<file path="src/hw/rtl/ipr_pkg.sv">
// ---------------------------------------------------------------------------
// ipr_pkg: shared types and constants for the image plane rotation core
// Register map, field widths and the control structs passed between stages.
// ---------------------------------------------------------------------------
package ipr_pkg;

  // plane store geometry and coefficient format
  localparam int MAX_WIDTH  = 512;
  localparam int MAX_HEIGHT = 512;
  localparam int FRAC_BITS  = 14;

  localparam int CFG_IDX_W  = 2;
  localparam int CFG_DATA_W = 16;
  localparam int SIZE_W     = 10;  // plane_width / plane_height
  localparam int COEF_W     = 16;  // sine / cosine
  localparam int POS_W      = 9;   // row / col
  localparam int PIX_W      = 8;
  localparam int DELTA_W    = SIZE_W;  // col - W/2, row - H/2
  localparam int PROD_W     = COEF_W + DELTA_W;
  localparam int S_TDATA_W  = 32;

  localparam int FIFO_DEPTH = 8;
  localparam int FIFO_PTR_W = 3;
  localparam int FIFO_CNT_W = 4;

  localparam logic [SIZE_W-1:0] WIDTH_RST  = 10'd440;
  localparam logic [SIZE_W-1:0] HEIGHT_RST = 10'd330;
  localparam logic signed [COEF_W-1:0] SINE_RST   = 16'sd13255;
  localparam logic signed [COEF_W-1:0] COSINE_RST = 16'sd9630;

  typedef enum logic [CFG_IDX_W-1:0] {
    REG_PLANE_WIDTH  = 2'd0,
    REG_PLANE_HEIGHT = 2'd1,
    REG_SINE         = 2'd2,
    REG_COSINE       = 2'd3
  } ipr_reg_t;

  typedef enum logic {
    KIND_LOAD  = 1'b0,
    KIND_FETCH = 1'b1
  } ipr_kind_t;

  // Store operation presented to the plane memory
  typedef struct packed {
    logic wr;
    logic rd;
    logic in_plane;
  } ipr_mem_ctl_t;

  // Read return from the plane memory
  typedef struct packed {
    logic vld;
    logic in_plane;
  } ipr_rd_t;

  typedef struct packed {
    logic             in_plane;
    logic [PIX_W-1:0] pixel;
  } ipr_result_t;

endpackage

</file>
<file path="src/hw/rtl/ipr_out_fifo.sv">
// ---------------------------------------------------------------------------
// ipr_out_fifo: result queue
// Absorbs every fetch in flight so the pipeline never has to stall.
// ---------------------------------------------------------------------------
module ipr_out_fifo (
  input  logic                              clk,
  input  logic                              rst,
  input  logic                              push,
  input  ipr_pkg::ipr_result_t              push_data,
  output logic                              m_tvalid,
  input  logic                              m_tready,
  output logic [ipr_pkg::PIX_W-1:0]         m_tdata,   // [7:0] pixel_out
  output logic                              m_tuser,   // [0] inside_res
  output logic [ipr_pkg::FIFO_CNT_W-1:0]    count
);
  import ipr_pkg::*;

  ipr_result_t           buf_q [FIFO_DEPTH];
  logic [FIFO_PTR_W-1:0] wr_ptr, rd_ptr;
  logic                  pop;

  assign m_tvalid = (count != '0);
  assign pop      = m_tvalid && m_tready;
  assign m_tdata  = buf_q[rd_ptr].pixel;
  assign m_tuser  = buf_q[rd_ptr].in_plane;

  always_ff @(posedge clk) begin
    if (rst) begin
      wr_ptr <= '0;
      rd_ptr <= '0;
      count  <= '0;
    end else begin
      if (push) begin
        wr_ptr <= wr_ptr + FIFO_PTR_W'(1);
      end
      if (pop) begin
        rd_ptr <= rd_ptr + FIFO_PTR_W'(1);
      end
      count <= count + FIFO_CNT_W'(push) - FIFO_CNT_W'(pop);
    end
  end

  always_ff @(posedge clk) begin
    if (push) begin
      buf_q[wr_ptr] <= push_data;
    end
  end

endmodule

</file>
<file path="config.mk">
export PLATFORM = sky130hd
export DESIGN_NAME = ipr_out_fifo
export DESIGN_NICKNAME = d
export VERILOG_FILES = /design/src/hw/rtl/ipr_pkg.sv /design/src/hw/rtl/ipr_out_fifo.sv
export SDC_FILE = /design/constraint.sdc
export NUM_CORES = 1
export LEC_CHECK = 0
export BUFFER_PORTS_ARGS = -buffer_cell sky130_fd_sc_hd__clkbuf_2
export CAP_MARGIN = 25
export CORE_AREA = 5 5 73 102
export CTS_CLUSTER_SIZE = 25
export DETAILED_ROUTE_END_ITERATION = 8
export DIE_AREA = 0 0 78 107
export PLACE_DENSITY = 0.78
export SKIP_CTS_REPAIR_TIMING = 1
export SLEW_MARGIN = 20
export SYNTH_ARGS = -nofsm -noshare
export SYNTH_HDL_FRONTEND = slang
export SYNTH_SLANG_ARGS = --single-unit
</file>
<file path="constraint.sdc">
create_clock -name clk -period 2.21 [get_ports clk]
set_input_delay 0.663 -clock clk [delete_from_list [all_inputs] [get_ports clk]]
set_output_delay 0.663 -clock clk [all_outputs]
set_load 0.03 [all_outputs]
</file>
### Word level (Yosys, flattened, before mapping)

Memories as Yosys holds them, arrays and structs flattened. A register that Yosys moved wholly into a read port is not among the register bits.
Index checks and enable logic that the tools add are counted.

* $add $sub $neg: 4
* reduce and logical (&&, ||, !) cells: 2
* multiplexer cells: 4

Operator list (count)
* $add A3 B1 Y3 const B: 2
* $mux W3: 2
* $add A4 B1 Y4: 1
* $reduce_bool A4 Y1: 1
* $sub A4 B1 Y4: 1
* $mux W1: 2
* $logic_and A1 B1 Y1: 1

* output and inout bits: 14
* memories kept: 1
* logic and storage cells: 14
* register bits: 10
* input port bits: 13
* memory bits (writable): 72

Memory list
* buf_q: words 8, width 9, read ports 1, clocked after memory_dff 1, wr ports 1, RTL line ipr_out_fifo.sv:18 `ipr_result_t buf_q [FIFO_DEPTH];`

### Depth between registers and ports, before layout

* depth after elaboration: 4
* depth in mapped cells: 11
* mapped depth without buffers: 11

### Worst setup path after synthesis

OpenSTA, ideal clock, no wires.

* path kind: reg-to-reg
* start: register count[2] (netlist bit)
* end: register count[2] (netlist bit)
* arrival: 2.199 ns
* library setup time: 0.128 ns
* stages on the path, launching flop included: 12
* slack: -0.117 ns
* required time: 2.082 ns
* period minus slack after synthesis: 2.327 ns
* buffers on the path: 0
* path through: dfxtp_1 > inv_1 > ha_1 > nor3b_1 > inv_1 > nand3_1 > o21ai_0 > ha_1 > inv_1 > fa_1 > xor2_1 > nor2_1

* word-level cells in the longest chain between the ends: 3
* elaborated cells on any way between the ends: 4
* classes of those cells: 2 x add/sub; 2 x reduce/logical

Ends and longest elaborated chain
* from (decl): RTL line ipr_out_fifo.sv:14 `output logic [ipr_pkg::FIFO_CNT_W-1:0] count`
* from (signal assigned): RTL line ipr_out_fifo.sv:39 `count <= count + FIFO_CNT_W'(push) - FIFO_CNT_W'(pop);`
* $reduce_bool A4 Y1: RTL line ipr_out_fifo.sv:22 `assign m_tvalid = (count != '0);`
* named net m_tvalid: RTL line ipr_out_fifo.sv:10 `output logic m_tvalid,`
* $logic_and A1 B1 Y1: RTL line ipr_out_fifo.sv:23 `assign pop = m_tvalid && m_tready;`
* $sub A4 B1 Y4: RTL line ipr_out_fifo.sv:39

The timed path passes the listed nets, and every way through them passes these cells.
A chain may end at the register's enable or synchronous reset.

==> metrics.txt <==
RSZ-0062 raised after global routing=yes; Rel. slew slack=between 70% and 80%; fillers=about 450; final setup margin=-0.299 ns; I/O Pins=27; total CTS buffers=9; die outline width=~78 µm; P_leak=between 1 and 1.5 nW; CTS Buffer Depth=2; number of diodes=0; Synth Cell Area=roughly 0.0034 mm²; endpoints failing setup=9; failing checks=setup timing; Startpoint Class=flop; Core Box Area=~0.0064 mm²; clock skew=approximately 0.0062 ns; clk root buf=clkbuf_8; Least-Margin Pin Slew=between 0.4 and 0.5 ns; Final Max Slew Viols=0; Post-Layout Cell Count=316; synth warn=0; worst-case vdd ir drop=roughly 0.70 mV; antenna violations before repair=0; worst-skew pair later-pin latency=~0.34 ns; HPWL after DPL=around 4000 µm; vias in the first global route=about 1.8k; Initial DRC Count=about 150; CTS clock-pin slew for the worst setup and hold paths=around 0.070 ns; CP Class=flop to output pin; clk sinks=between 80 and 90; hold crit path type=flop to flop; antenna-violating nets left=0; most frequent cells in the layout=edfxtp_1, buf_4, mux4_2; Overflow after GRT=0; minimum clock period=between 2 and 3 ns; DR pass1 iterations=4; Post-Syn Instances=180; share of cells above drive strength 1=between 40% and 50%; CP arrival=1.85 ns; largest net degree at the start of global routing=19; Tcrit/Tclk final=114%; die height=roughly 110 µm; H-tree level count=3; Placed Cells=a little under 300; Mapped Avg Cell Area=between 15 and 20 µm²; max-cap viol count=0; Netlist cell types=26; Final Core Density=between 60% and 70%; IO buf count=26; Pwr per Cell Area=982 mW/mm²; Die ar.=roughly 0.0083 mm²; required time worst endpoint=around 1.6 ns; Vias per Instance=around 5.4; worst-path fanout max=4; Hold Violations, Final=0; Mapped Nets=200; GRT Util Overall=14.6%; most common cell after layout, fill and taps aside=edfxtp_1; TritonCTS clock tree=yes; register bit count reported by yosys=85; Max Freq=roughly 0.4 GHz; FP Rows=35; overall routed net length=around 5900 µm; Starting Density=between 50% and 60%; detailed-route via count=around 1.7k; status=finished with violations; register area share after synthesis=between 70% and 80%; Worst Setup End Kind=output pin; RD Place Congestion=between 0.7 and 0.8; DR WL/cell=about 19 µm; Area growth, synth to finish=19.3%; # DRC=0; first-pass GRT wire length=around 9100 µm; Nets=about 260
==> area by class of cell <==
cell class	instances	area [µm²]	area share, %
Inverter	8	30.0	0.735
Multi-Input combinational cell	81	903	22.1
Sequential cell	85	2430	59.4
Timing Repair Buffer	52	452	11.0
Clock inverter	5	51.3	1.25
Clock buffer	11	131	3.21
Tap cell	74	92.6	2.27
==> power by group <==
| part | switching (W) | total (W) | internal, W |
|---|---|---|---|
| sequential | 0.0000575 | 0.00188 | 0.00183 |
| combinational | 0.000551 | 0.00113 | 0.000576 |
| clock | 0.000488 | 0.00100 | 0.000515 |
==> state kept, by name, summed over array words and instances (netlist names), named ones only <==
name,count
buf_q,72
count,4
rd_ptr,3
wr_ptr,3
==> cell usage after synthesis <==
master | number | share of area [%]
edfxtp_1 | 72 | 63
mux4_1 | 18 | 14
dfxtp_1 | 13 | 7.6
nor2_1 | 13 | 1.4
mux2_2 | 11 | 3.6
inv_1 | 8 | 0.88
a21oi_1 | 6 | 0.88
ha_1 | 6 | 2.2
nand2_1 | 5 | 0.55
nand2b_1 | 4 | 0.73
nand3_1 | 3 | 0.44
o21ai_0 | 3 | 0.44
clkbuf_1 | 2 | 0.22
nor2b_1 | 2 | 0.37
nor3_1 | 2 | 0.29
xor2_1 | 2 | 0.51
a31o_2 | 1 | 0.26
buf_1 | 1 | 0.11
buf_12 | 1 | 0.58
buf_2 | 1 | 0.15
buf_6 | 1 | 0.33
fa_1 | 1 | 0.58
mux2i_1 | 1 | 0.29
nor3b_1 | 1 | 0.22
or3_1 | 1 | 0.18
xnor2_1 | 1 | 0.26
==> path summary, 6_finish.rpt <==
check,from,end,slack (ns),cells past startpoint
worst max register to register,count[2],count[2],0.32,11
worst max-delay path,flop,m_tdata[1],-0.30,4
worst min-delay path,rd_ptr[2],rd_ptr[2],0.52,2
worst min register to register,rd_ptr[2],rd_ptr[2],0.52,2
==> through the flow <==
step                      total power, W  cell area (µm²)  setup slack [ns]  hold slack [ns]   TNS, ns
after floorplan                  0.00254             3430            0.0443            0.480         0
after global placement           0.00279             3790          -0.00207            0.494  -0.00235
after detailed placement         0.00281             3790           -0.0433            0.513    -0.102
after CTS                        0.00381             3980            -0.427            0.524     -3.66
after global routing             0.00422             4090            -0.364            0.553     -3.14
final                            0.00401             4090            -0.299            0.522     -2.60
==> logic make-up (layout without fill, tap and decap cells) <==
logic type	count (synthesis)	count (layout)	synth area share (%)
DFF	85	85	70.7
and+or+nand+nor	31	31	4.20
muxes	30	30	17.7
buffers and inverters	14	76	2.26
AOI/OAI and AO/OA	10	10	1.57
adders and majority gates	7	7	2.78
xor gates and xnor gates	3	3	0.767
==> critical path, cell delays in order, from the launching register on <==
cell	delay, ns
dfxtp_4	0.42
clkbuf_16	0.17
mux4_2	0.49
mux2_4	0.29
buf_6	0.14
==> layer usage <==
| layer | up-vias | GRT usage, % | share of wire (%) |
|---|---|---|---|
| li1 | 813 | - | - |
| met1 | 851 | 17.8 | 42 |
| met2 | 42 | 24.4 | 53 |
| met3 | 6 | 3.95 | 3.9 |
| met4 | 0 | 5.80 | 1.2 |
| met5 | - | 0 | 0 |
Note: power is estimated with default switching activity, not from simulation.
