File: src/hw/rtl/ipr_pkg.sv
// ---------------------------------------------------------------------------
// ipr_pkg: shared types and constants for the image plane rotation core
// Register map, field widths and the control structs passed between stages.
// ---------------------------------------------------------------------------
package ipr_pkg;

  // plane store geometry and coefficient format
  localparam int MAX_WIDTH  = 512;
  localparam int MAX_HEIGHT = 512;
  localparam int FRAC_BITS  = 14;

  localparam int CFG_IDX_W  = 2;
  localparam int CFG_DATA_W = 16;
  localparam int SIZE_W     = 10;  // plane_width / plane_height
  localparam int COEF_W     = 16;  // sine / cosine
  localparam int POS_W      = 9;   // row / col
  localparam int PIX_W      = 8;
  localparam int DELTA_W    = SIZE_W;  // col - W/2, row - H/2
  localparam int PROD_W     = COEF_W + DELTA_W;
  localparam int S_TDATA_W  = 32;

  localparam int FIFO_DEPTH = 8;
  localparam int FIFO_PTR_W = 3;
  localparam int FIFO_CNT_W = 4;

  localparam logic [SIZE_W-1:0] WIDTH_RST  = 10'd440;
  localparam logic [SIZE_W-1:0] HEIGHT_RST = 10'd330;
  localparam logic signed [COEF_W-1:0] SINE_RST   = 16'sd13255;
  localparam logic signed [COEF_W-1:0] COSINE_RST = 16'sd9630;

  typedef enum logic [CFG_IDX_W-1:0] {
    REG_PLANE_WIDTH  = 2'd0,
    REG_PLANE_HEIGHT = 2'd1,
    REG_SINE         = 2'd2,
    REG_COSINE       = 2'd3
  } ipr_reg_t;

  typedef enum logic {
    KIND_LOAD  = 1'b0,
    KIND_FETCH = 1'b1
  } ipr_kind_t;

  // Store operation presented to the plane memory
  typedef struct packed {
    logic wr;
    logic rd;
    logic in_plane;
  } ipr_mem_ctl_t;

  // Read return from the plane memory
  typedef struct packed {
    logic vld;
    logic in_plane;
  } ipr_rd_t;

  typedef struct packed {
    logic             in_plane;
    logic [PIX_W-1:0] pixel;
  } ipr_result_t;

endpackage

File: src/hw/rtl/ipr_coord.sv
// ---------------------------------------------------------------------------
// ipr_coord: source coordinate pipeline
// Input register, products, sums, then truncation, bounds check and store
// address. Four register stages, one item per cycle, never stalls.
// ---------------------------------------------------------------------------
module ipr_coord #(
  parameter int AW         = 18
) (
  input  logic                                clk,
  input  logic                                rst,
  input  logic                                item_vld,
  input  ipr_pkg::ipr_kind_t                  kind,
  input  logic [ipr_pkg::POS_W-1:0]           row,
  input  logic [ipr_pkg::POS_W-1:0]           col,
  input  logic [ipr_pkg::PIX_W-1:0]           pix,
  input  logic [ipr_pkg::SIZE_W-1:0]          plane_width,
  input  logic [ipr_pkg::SIZE_W-1:0]          plane_height,
  input  logic signed [ipr_pkg::COEF_W-1:0]   sine,
  input  logic signed [ipr_pkg::COEF_W-1:0]   cosine,
  output ipr_pkg::ipr_mem_ctl_t               mem_ctl,
  output logic [AW-1:0]                       mem_addr,
  output logic [ipr_pkg::PIX_W-1:0]           mem_pix,
  output logic [2:0]                          fetch_cnt
);
  import ipr_pkg::*;

  localparam int ACC_W = ((FRAC_BITS + 9 > 26) ? FRAC_BITS + 9 : 26) + 2;
  localparam int TR_W  = ACC_W - FRAC_BITS;

  // clamped plane size and half sizes
  logic [SIZE_W-1:0] w_clamp, h_clamp;
  logic [POS_W-1:0]  hw, hh;

  always_comb begin
    if (plane_width == '0) begin
      w_clamp = SIZE_W'(1);
    end else if (int'(plane_width) > MAX_WIDTH) begin
      w_clamp = SIZE_W'(MAX_WIDTH);
    end else begin
      w_clamp = plane_width;
    end
    if (plane_height == '0) begin
      h_clamp = SIZE_W'(1);
    end else if (int'(plane_height) > MAX_HEIGHT) begin
      h_clamp = SIZE_W'(MAX_HEIGHT);
    end else begin
      h_clamp = plane_height;
    end
    hw = w_clamp[SIZE_W-1:1];
    hh = h_clamp[SIZE_W-1:1];
  end

  // stage 1: input register with centre offsets
  logic                      s1_vld;
  ipr_kind_t                 s1_kind;
  logic [POS_W-1:0]          s1_row, s1_col;
  logic [PIX_W-1:0]          s1_pix;
  logic signed [DELTA_W-1:0] s1_dc, s1_dr;

  // stage 2: products
  logic                      s2_vld;
  ipr_kind_t                 s2_kind;
  logic [POS_W-1:0]          s2_row, s2_col;
  logic [PIX_W-1:0]          s2_pix;
  logic signed [PROD_W-1:0]  s2_sdc, s2_cdr, s2_cdc, s2_sdr;

  // stage 3: exact sums
  logic                      s3_vld;
  ipr_kind_t                 s3_kind;
  logic [POS_W-1:0]          s3_row, s3_col;
  logic [PIX_W-1:0]          s3_pix;
  logic signed [ACC_W-1:0]   s3_vr, s3_vc;

  // stage 4: store operation
  logic                      s4_vld;
  ipr_mem_ctl_t              s4_ctl;
  ipr_kind_t                 s4_kind;
  logic [AW-1:0]             s4_addr;
  logic [PIX_W-1:0]          s4_pix;

  always_ff @(posedge clk) begin
    if (rst) begin
      s1_vld <= 1'b0;
      s2_vld <= 1'b0;
      s3_vld <= 1'b0;
      s4_vld <= 1'b0;
    end else begin
      s1_vld <= item_vld;
      s2_vld <= s1_vld;
      s3_vld <= s2_vld;
      s4_vld <= s3_vld;
    end
  end

  always_ff @(posedge clk) begin
    s1_kind <= kind;
    s1_row  <= row;
    s1_col  <= col;
    s1_pix  <= pix;
    s1_dc   <= $signed({1'b0, col}) - $signed({1'b0, hw});
    s1_dr   <= $signed({1'b0, row}) - $signed({1'b0, hh});

    s2_kind <= s1_kind;
    s2_row  <= s1_row;
    s2_col  <= s1_col;
    s2_pix  <= s1_pix;
    s2_sdc  <= sine * s1_dc;
    s2_cdr  <= cosine * s1_dr;
    s2_cdc  <= cosine * s1_dc;
    s2_sdr  <= sine * s1_dr;

    s3_kind <= s2_kind;
    s3_row  <= s2_row;
    s3_col  <= s2_col;
    s3_pix  <= s2_pix;
    s3_vr   <= ACC_W'(s2_sdc) + ACC_W'(s2_cdr) + $signed(ACC_W'(hh) << FRAC_BITS);
    s3_vc   <= ACC_W'(s2_cdc) - ACC_W'(s2_sdr) + $signed(ACC_W'(hw) << FRAC_BITS);
  end

  // truncation toward zero: floor, plus one for a negative value with a fraction
  logic signed [TR_W-1:0] sr, sc;
  logic                   in_rows, in_cols, load_ok;
  logic [SIZE_W-1:0]      a_row, a_col;
  ipr_mem_ctl_t           ctl_next;

  always_comb begin
    sr = s3_vr[ACC_W-1:FRAC_BITS]
         + TR_W'(s3_vr[ACC_W-1] && (|s3_vr[FRAC_BITS-1:0]));
    sc = s3_vc[ACC_W-1:FRAC_BITS]
         + TR_W'(s3_vc[ACC_W-1] && (|s3_vc[FRAC_BITS-1:0]));
    in_rows = !sr[TR_W-1] && ($unsigned(sr) < TR_W'(h_clamp));
    in_cols = !sc[TR_W-1] && ($unsigned(sc) < TR_W'(w_clamp));
    load_ok = (int'(s3_row) < MAX_HEIGHT) && (int'(s3_col) < MAX_WIDTH);

    if (s3_kind == KIND_LOAD) begin
      a_row = SIZE_W'(s3_row);
      a_col = SIZE_W'(s3_col);
    end else begin
      a_row = sr[SIZE_W-1:0];
      a_col = sc[SIZE_W-1:0];
    end

    ctl_next.wr       = s3_vld && (s3_kind == KIND_LOAD) && load_ok;
    ctl_next.rd       = s3_vld && (s3_kind == KIND_FETCH);
    ctl_next.in_plane = in_rows && in_cols;
  end

  always_ff @(posedge clk) begin
    if (rst) begin
      s4_ctl <= '0;
    end else begin
      s4_ctl <= ctl_next;
    end
  end

  always_ff @(posedge clk) begin
    s4_kind <= s3_kind;
    s4_pix  <= s3_pix;
    s4_addr <= AW'(int'(a_row) * MAX_WIDTH + int'(a_col));
  end

  assign mem_ctl  = s4_ctl;
  assign mem_addr = s4_addr;
  assign mem_pix  = s4_pix;

  assign fetch_cnt = 3'(s1_vld && (s1_kind == KIND_FETCH))
                   + 3'(s2_vld && (s2_kind == KIND_FETCH))
                   + 3'(s3_vld && (s3_kind == KIND_FETCH))
                   + 3'(s4_vld && (s4_kind == KIND_FETCH));

endmodule

File: config.mk
export PLATFORM = sky130hd
export DESIGN_NAME = ipr_coord
export DESIGN_NICKNAME = d
export VERILOG_FILES = /design/src/hw/rtl/ipr_pkg.sv /design/src/hw/rtl/ipr_coord.sv
export SDC_FILE = /design/constraint.sdc
export NUM_CORES = 2
export LEC_CHECK = 0
export BUFFER_PORTS_ARGS = -buffer_cell sky130_fd_sc_hd__buf_2
export CORE_MARGIN = 4
export CORE_UTILIZATION = 28
export CTS_BUF_LIST = sky130_fd_sc_hd__clkbuf_4 sky130_fd_sc_hd__clkbuf_8 sky130_fd_sc_hd__clkbuf_16
export CTS_CLUSTER_SIZE = 16
export DETAILED_ROUTE_END_ITERATION = 7
export PLACE_DENSITY_LB_ADDON = 0.3
export RECOVER_POWER = 100
export SYNTH_ARGS = -nofsm -noshare
export SYNTH_HDL_FRONTEND = slang
export SYNTH_SLANG_ARGS = --single-unit
File: constraint.sdc
create_clock -name clk -period 9.1 [get_ports clk]
set_input_delay 2.275 -clock clk [delete_from_list [all_inputs] [get_ports clk]]
set_output_delay 2.275 -clock clk [all_outputs]
set_load 0.05 [all_outputs]
======== Word-level counts from Yosys, hierarchy flattened ========
Cells that the tools add are included.
Widths: inputs -> output; s select.
storage, ports and cells
  flip-flop bits (word level) ............. 295
  input port bits ......................... 82
  word-level logic and storage cells ...... 73
operators by class
  $lt $le $gt $ge ......................... 4
  $mul .................................... 4
  add/subtract/negate cells ............... 12
  multiplexer cells ....................... 6
  reduce and logical (&&, ||, !) cells .... 16
  bitwise operators ....................... 1
operators with widths
  cell                  count
  $mul 16x10->26        4
  $add 27x24->28        2
  $mux 10               5
  $add 14x1->14         2
  $lt 14x10->1          2
  $reduce_or 14->1      2
  $add 26x26->27        1
  $sub 26x26->27        1
  $gt 10x10->1 const B  2
  $logic_not 10->1      2
  $sub 9x9->10          2
  $add 18x10->18        1
  $logic_and 1x1->1     10
  $mux 9                1
  $add 2x1->3           1
  $add 3x1->3           1
  $add 1x1->2           1
  $logic_not 1->1       2
  $not 1->1             1

======== Depth between registers and ports, before layout ========
  word-level depth ........................ 6
  mapped depth ............................ 22
  depth with buffers taken out ............ 21

======== Worst setup path before layout ========
No wires, ideal clock.
  path kind ............................... in2reg
  from .................................... input sine[7] (netlist name)
  to ...................................... register s2_sdr[25]
  arrival ................................. 7.285 ns
  setup time .............................. 0.072 ns
  required time ........................... 9.028 ns
  setup slack ............................. 1.743 ns
  stages .................................. 22
  cells stage by stage .................... clkbuf_1 -> nand2_1 -> fa_1 -> inv_1 -> fa_1 -> inv_1 -> fa_1 -> inv_1 -> fa_1 -> inv_1 -> fa_1 -> inv_1 -> ha_1 -> a211oi_2 -> o211ai_2 -> a311oi_2 -> o21bai_1 -> o31ai_2 -> a31oi_1 -> a211o_1 -> a21oi_2 -> xnor2_1
on the way
  longest elaborated chain between the ends .. 1
ends and longest elaborated chain
  item                    line              RTL
  start: declaration      ipr_coord.sv:18   input logic signed [ipr_pkg::COEF_W-1:0] sine,
  $mul 16x10->26          ipr_coord.sv:110  s2_sdr <= sine * s1_dr;
  end signal: assignment  ipr_coord.sv:110
  end: declaration        ipr_coord.sv:65   logic signed [PROD_W-1:0] s2_sdc, s2_cdr, s2_cdc, s2_sdr;
No other way between the ends.
A chain may end at the register's enable or synchronous reset.

======== Worst setup path after layout ========
Same ends and word-level chain as after synthesis.

==> impl_metrics.sql <==
INSERT INTO impl_metrics (metric_group, metric, value, unit) VALUES
('status', 'run_status', 'finished with violations', ''),
('status', 'failing_checks', 'capacitance limit, slew limit', ''),
('clocking', 'cts.repair.resized', '0', ''),
('die', 'fp.coreArea', '0.1236', 'sq mm'),
('setup_path', 'timing.critical_path.required', '9.53', 'ns'),
('synthesis', 'synthesis.instances', '3810', ''),
('global_routing', 'grt_first_pass_wirelength', '144200', 'um'),
('clocking', 'tritoncts', 'done', ''),
('clocking', 'number_of_buffers_inserted_for_hold_repair_after_clock_tree_synthesis', '0', ''),
('synthesis', 'synth.distinct_cells', '69', ''),
('global_routing', 'first_global_vias', '25432', ''),
('min_path', 'worst_hold_path_type', 'reg2reg', ''),
('layout', 'post_route_core_utilization', '30.89', '%'),
('die', 'floorplan.rows', '129', ''),
('synthesis', 'ys_ff_latch', '295', ''),
('timing', 'final_min_period_over_clock_period', '88.85', '%'),
('detailed_routing', 'remaining_drc_errors', '0', ''),
('detailed_routing', 'routedWlPerCell', '16.07', 'um'),
('layout', 'mostFrequentLayoutCells', '839 x sky130_fd_sc_hd__inv_1, 579 x sky130_fd_sc_hd__fa_1, 441 x sky130_fd_sc_hd__nand2_1, 374 x sky130_fd_sc_hd__ha_1, 291 x sky130_fd_sc_hd__dfxtp_1', ''),
('synthesis', 'number_of_nets_produced_by_synthesis', '4845', ''),
('layout', 'post_route_cells_drive_above_1_share', '4.356', '%'),
('global_routing', 'grt_start_max_net_pins', '33', ''),
('setup_path', 'crit_path_cell_trace', 'clkbuf_1, nand2_1, fa_1, inv_1, fa_1, inv_1, fa_1, inv_1, fa_1, inv_1, fa_1, inv_1, ha_1, a211oi_1, o211ai_1, a311oi_2, o21bai_1, o31ai_1, a31oi_1, a211o_1, a21oi_2, xnor2_1', ''),
('clocking', 'clkTransAtPathRegs', '0.06', 'ns'),
('die', 'dieHeight', '361.0', 'um'),
('global_routing', 'antenna_found_initial', '16', ''),
('detailed_routing', 'total_vias_in_the_final_route', '24531', ''),
('placed_design', 'dp.final_hpwl', '70590', 'um'),
('layout', 'synthToLayoutAreaGrowth', '9.502', '%'),
('timing', 'slew_headroom', '-10.17', '%'),
('run', 'maxCapViolations', '2', ''),
('timing', 'final_total_negative_setup_slack', '0', 'ns'),
('detailed_routing', 'dr.pass1.iters', '5', ''),
('die', 'num_io_pins', '114', ''),
('die', 'floorplan.initialDensity', '28.21', '%'),
('setup_path', 'critPathKind', 'in2reg', ''),
('timing', 'finalSetupViolations', '0', ''),
('timing', 'finalMaxSlewViolations', '30', ''),
('layout', 'finalNetCount', '4892', ''),
('placed_design', 'globalplace.congestion', '0.8244', ''),
('clocking', 'cts-root-to-sink-buffers', '3', ''),
('timing', 'timing_worst_slew_pin_value', '1.637', 'ns'),
('global_routing', 'global_route.overflow_total', '0', ''),
('detailed_routing', 'route.detailed.vias_per_inst', '4.443', ''),
('synthesis', 'synth_edf_count', '0', ''),
('synthesis', 'ys.flop_type', 'sky130_fd_sc_hd__dfxtp_1', ''),
('timing', 'fin_worst_skew', '0.01649', 'ns'),
('detailed_routing', 'drt_wl_total', '88710', 'um'),
('die', 'floorplan.die_area', '0.1303', 'sq mm'),
('synthesis', 'synthesis.area', '0.03488', 'sq mm'),
('clocking', 'clock-sinks', '295', ''),
('placed_design', 'place.port_buffers', '113', ''),
('die', 'chipWidth', '361.0', 'um'),
('setup_path', 'arrival', '8.51', 'ns'),
('synthesis', 'synth_async_sr_flop_share', '0', '%'),
('clocking', 'clock_root_buffer_master', 'sky130_fd_sc_hd__clkbuf_16', ''),
('global_routing', 'gr-usage-all-layers', '13.93', '%'),
('setup_path', 'worstSetupStartpointType', 'input port', ''),
('detailed_routing', 'detail_route.iter0.violations', '1229', ''),
('setup_path', 'crit_path_max_incr_delay', '0.77', 'ns'),
('timing', 'max_freq', '123.7', 'MHz'),
('setup_path', 'crit_fanout', '20', ''),
('timing', 'timing.final.hold_violations', '0', ''),
('timing', 'finalWorstPathRequiredPeriod', '8.086', 'ns'),
('synthesis', 'synth_warn', '0', ''),
('setup_path', 'critical_path.endpoint_type', 'flop', ''),
('layout', 'mostFrequentLayoutCell', 'sky130_fd_sc_hd__inv_1', ''),
('synthesis', 'synth.yosys.seq_area_share', '16.93', '%'),
('timing', 'grt_setup_unrepaired', 'no', ''),
('clocking', 'post_cts_buffers', '0', ''),
('clocking', 'cts_made_buffers', '36', ''),
('setup_path', 'worst_path_max_delay_cell', 'sky130_fd_sc_hd__clkbuf_1', ''),
('detailed_routing', 'drt.antenna.violating_nets', '0', ''),
('clocking', 'clock_insertion_delay_worst_skew', '0.56', 'ns'),
('clocking', 'cts-htree-levels', '2', ''),
('synthesis', 'synth.avg_cell_area', '9.155', 'sq um');
## flip-flops by register name (all words and copies together), names as in the netlist, 9 cells and up
signal    cells
s2_sdr       26
s2_cdr       26
s1_row        9
s1_col        9
s1_dr        10
s3_vc        28
s2_row        9
s3_row        9
mem_addr     18
s3_vr        28
s2_col        9
s1_dc        10
s2_cdc       26
s3_col        9
s2_sdc       26
## cell usage after synthesis (all sizes together) (44+ instances only)
| cell type | n | area (sq um) |
|---|---|---|
| clkbuf | 127 | 476.7 |
| xnor2 | 131 | 1147 |
| xor2 | 55 | 481.7 |
| and2 | 235 | 1470 |
| o21ai | 84 | 424.2 |
| a21o | 44 | 330.3 |
| ha | 374 | 4679 |
| inv | 839 | 3149 |
| dfxtp | 295 | 5906 |
| nand2 | 441 | 1655 |
| fa | 579 | 11590 |
| a21oi | 120 | 604.3 |
| nor2 | 152 | 570.6 |
## stage by stage
stage / area (sq um) / hold slack, ns / std cells / setup WS [ns]
2_1_floorplan: 34880 / 0.3096 / 3810 / 1.743
3_3_place_gp: 37210 / 0.3099 / 5456 / 1.189
3_5_place_dp: 37210 / 0.3121 / 5456 / 1.125
4_1_cts: 38330 / 0.3194 / 5517 / 1.728
5_1_grt: 38190 / 0.3288 / 5518 / 0.7313
6_report: 38200 / 0.3209 / 5521 / 1.014
## worst max-delay path, delay by kind of cell
| kind | cells | cell delay (ns) |
|---|---|---|
| xor+xnor | 1 | 0.07 |
| fa+ha+maj | 6 | 2.87 |
| simple gates | 1 | 0.19 |
| buf+inv | 6 | 1.02 |
| compound gates | 8 | 2.08 |
## cell type report
| type | count | area (sq um) |
|---|---|---|
| Fill cell | 13076 | 85440 |
| Antenna cell | 4 | 10.01 |
| Inverter | 840 | 3153 |
| Multi-Input combinational cell | 2547 | 25280 |
| Clock buffer | 42 | 970.9 |
| Sequential cell | 295 | 5911 |
| Clock inverter | 19 | 156.4 |
| Tap cell | 1637 | 2048 |
| Timing Repair Buffer | 137 | 669.4 |
## kinds of logic (layout without fill, tap and decap cells)
kind of cell / after synthesis / count (layout) / synth area share, %
XOR/XNOR: 186 / 186 / 4.670
flip-flops: 295 / 295 / 16.93
AO/OA/AOI/OAI: 387 / 387 / 7.249
buffers and inverters: 968 / 1038 / 10.42
other: 0 / 4 / 0
multiplexers: 15 / 15 / 0.4771
adder cells (fa/ha/maj): 954 / 954 / 46.67
AND/OR/NAND/NOR: 1005 / 1005 / 13.58
## final timing paths
path | from | to | slack (ns) | cells past startpoint
min | s2_col[5]$_DFF_P_ | s3_col[5]$_DFF_P_ | 0.32 | 0
max | sine[7] | s2_sdr[25]$_DFF_P_ | 1.01 | 22
min reg2reg | s2_col[5]$_DFF_P_ | s3_col[5]$_DFF_P_ | 0.32 | 0
max reg2reg | s1_dc[4]$_DFF_P_ | s2_sdc[25]$_DFF_P_ | 2.37 | 20
## metal layers
| metal | track usage (%) | wire length [um] | share of wire, % | up-vias |
|---|---|---|---|---|
| li1 | - | - | - | 11698 |
| met3 | 1.817 | 4075 | 4.6 | 98 |
| met4 | 3.507 | 2344 | 2.6 | 12 |
| met2 | 23.26 | 41460 | 47 | 465 |
| met5 | 0 | 67 | 0.076 | - |
| met1 | 19.11 | 40750 | 46 | 12258 |
Power is not shown: default switching activity piles up to over one toggle a cycle in this logic, so the estimate is an artifact.
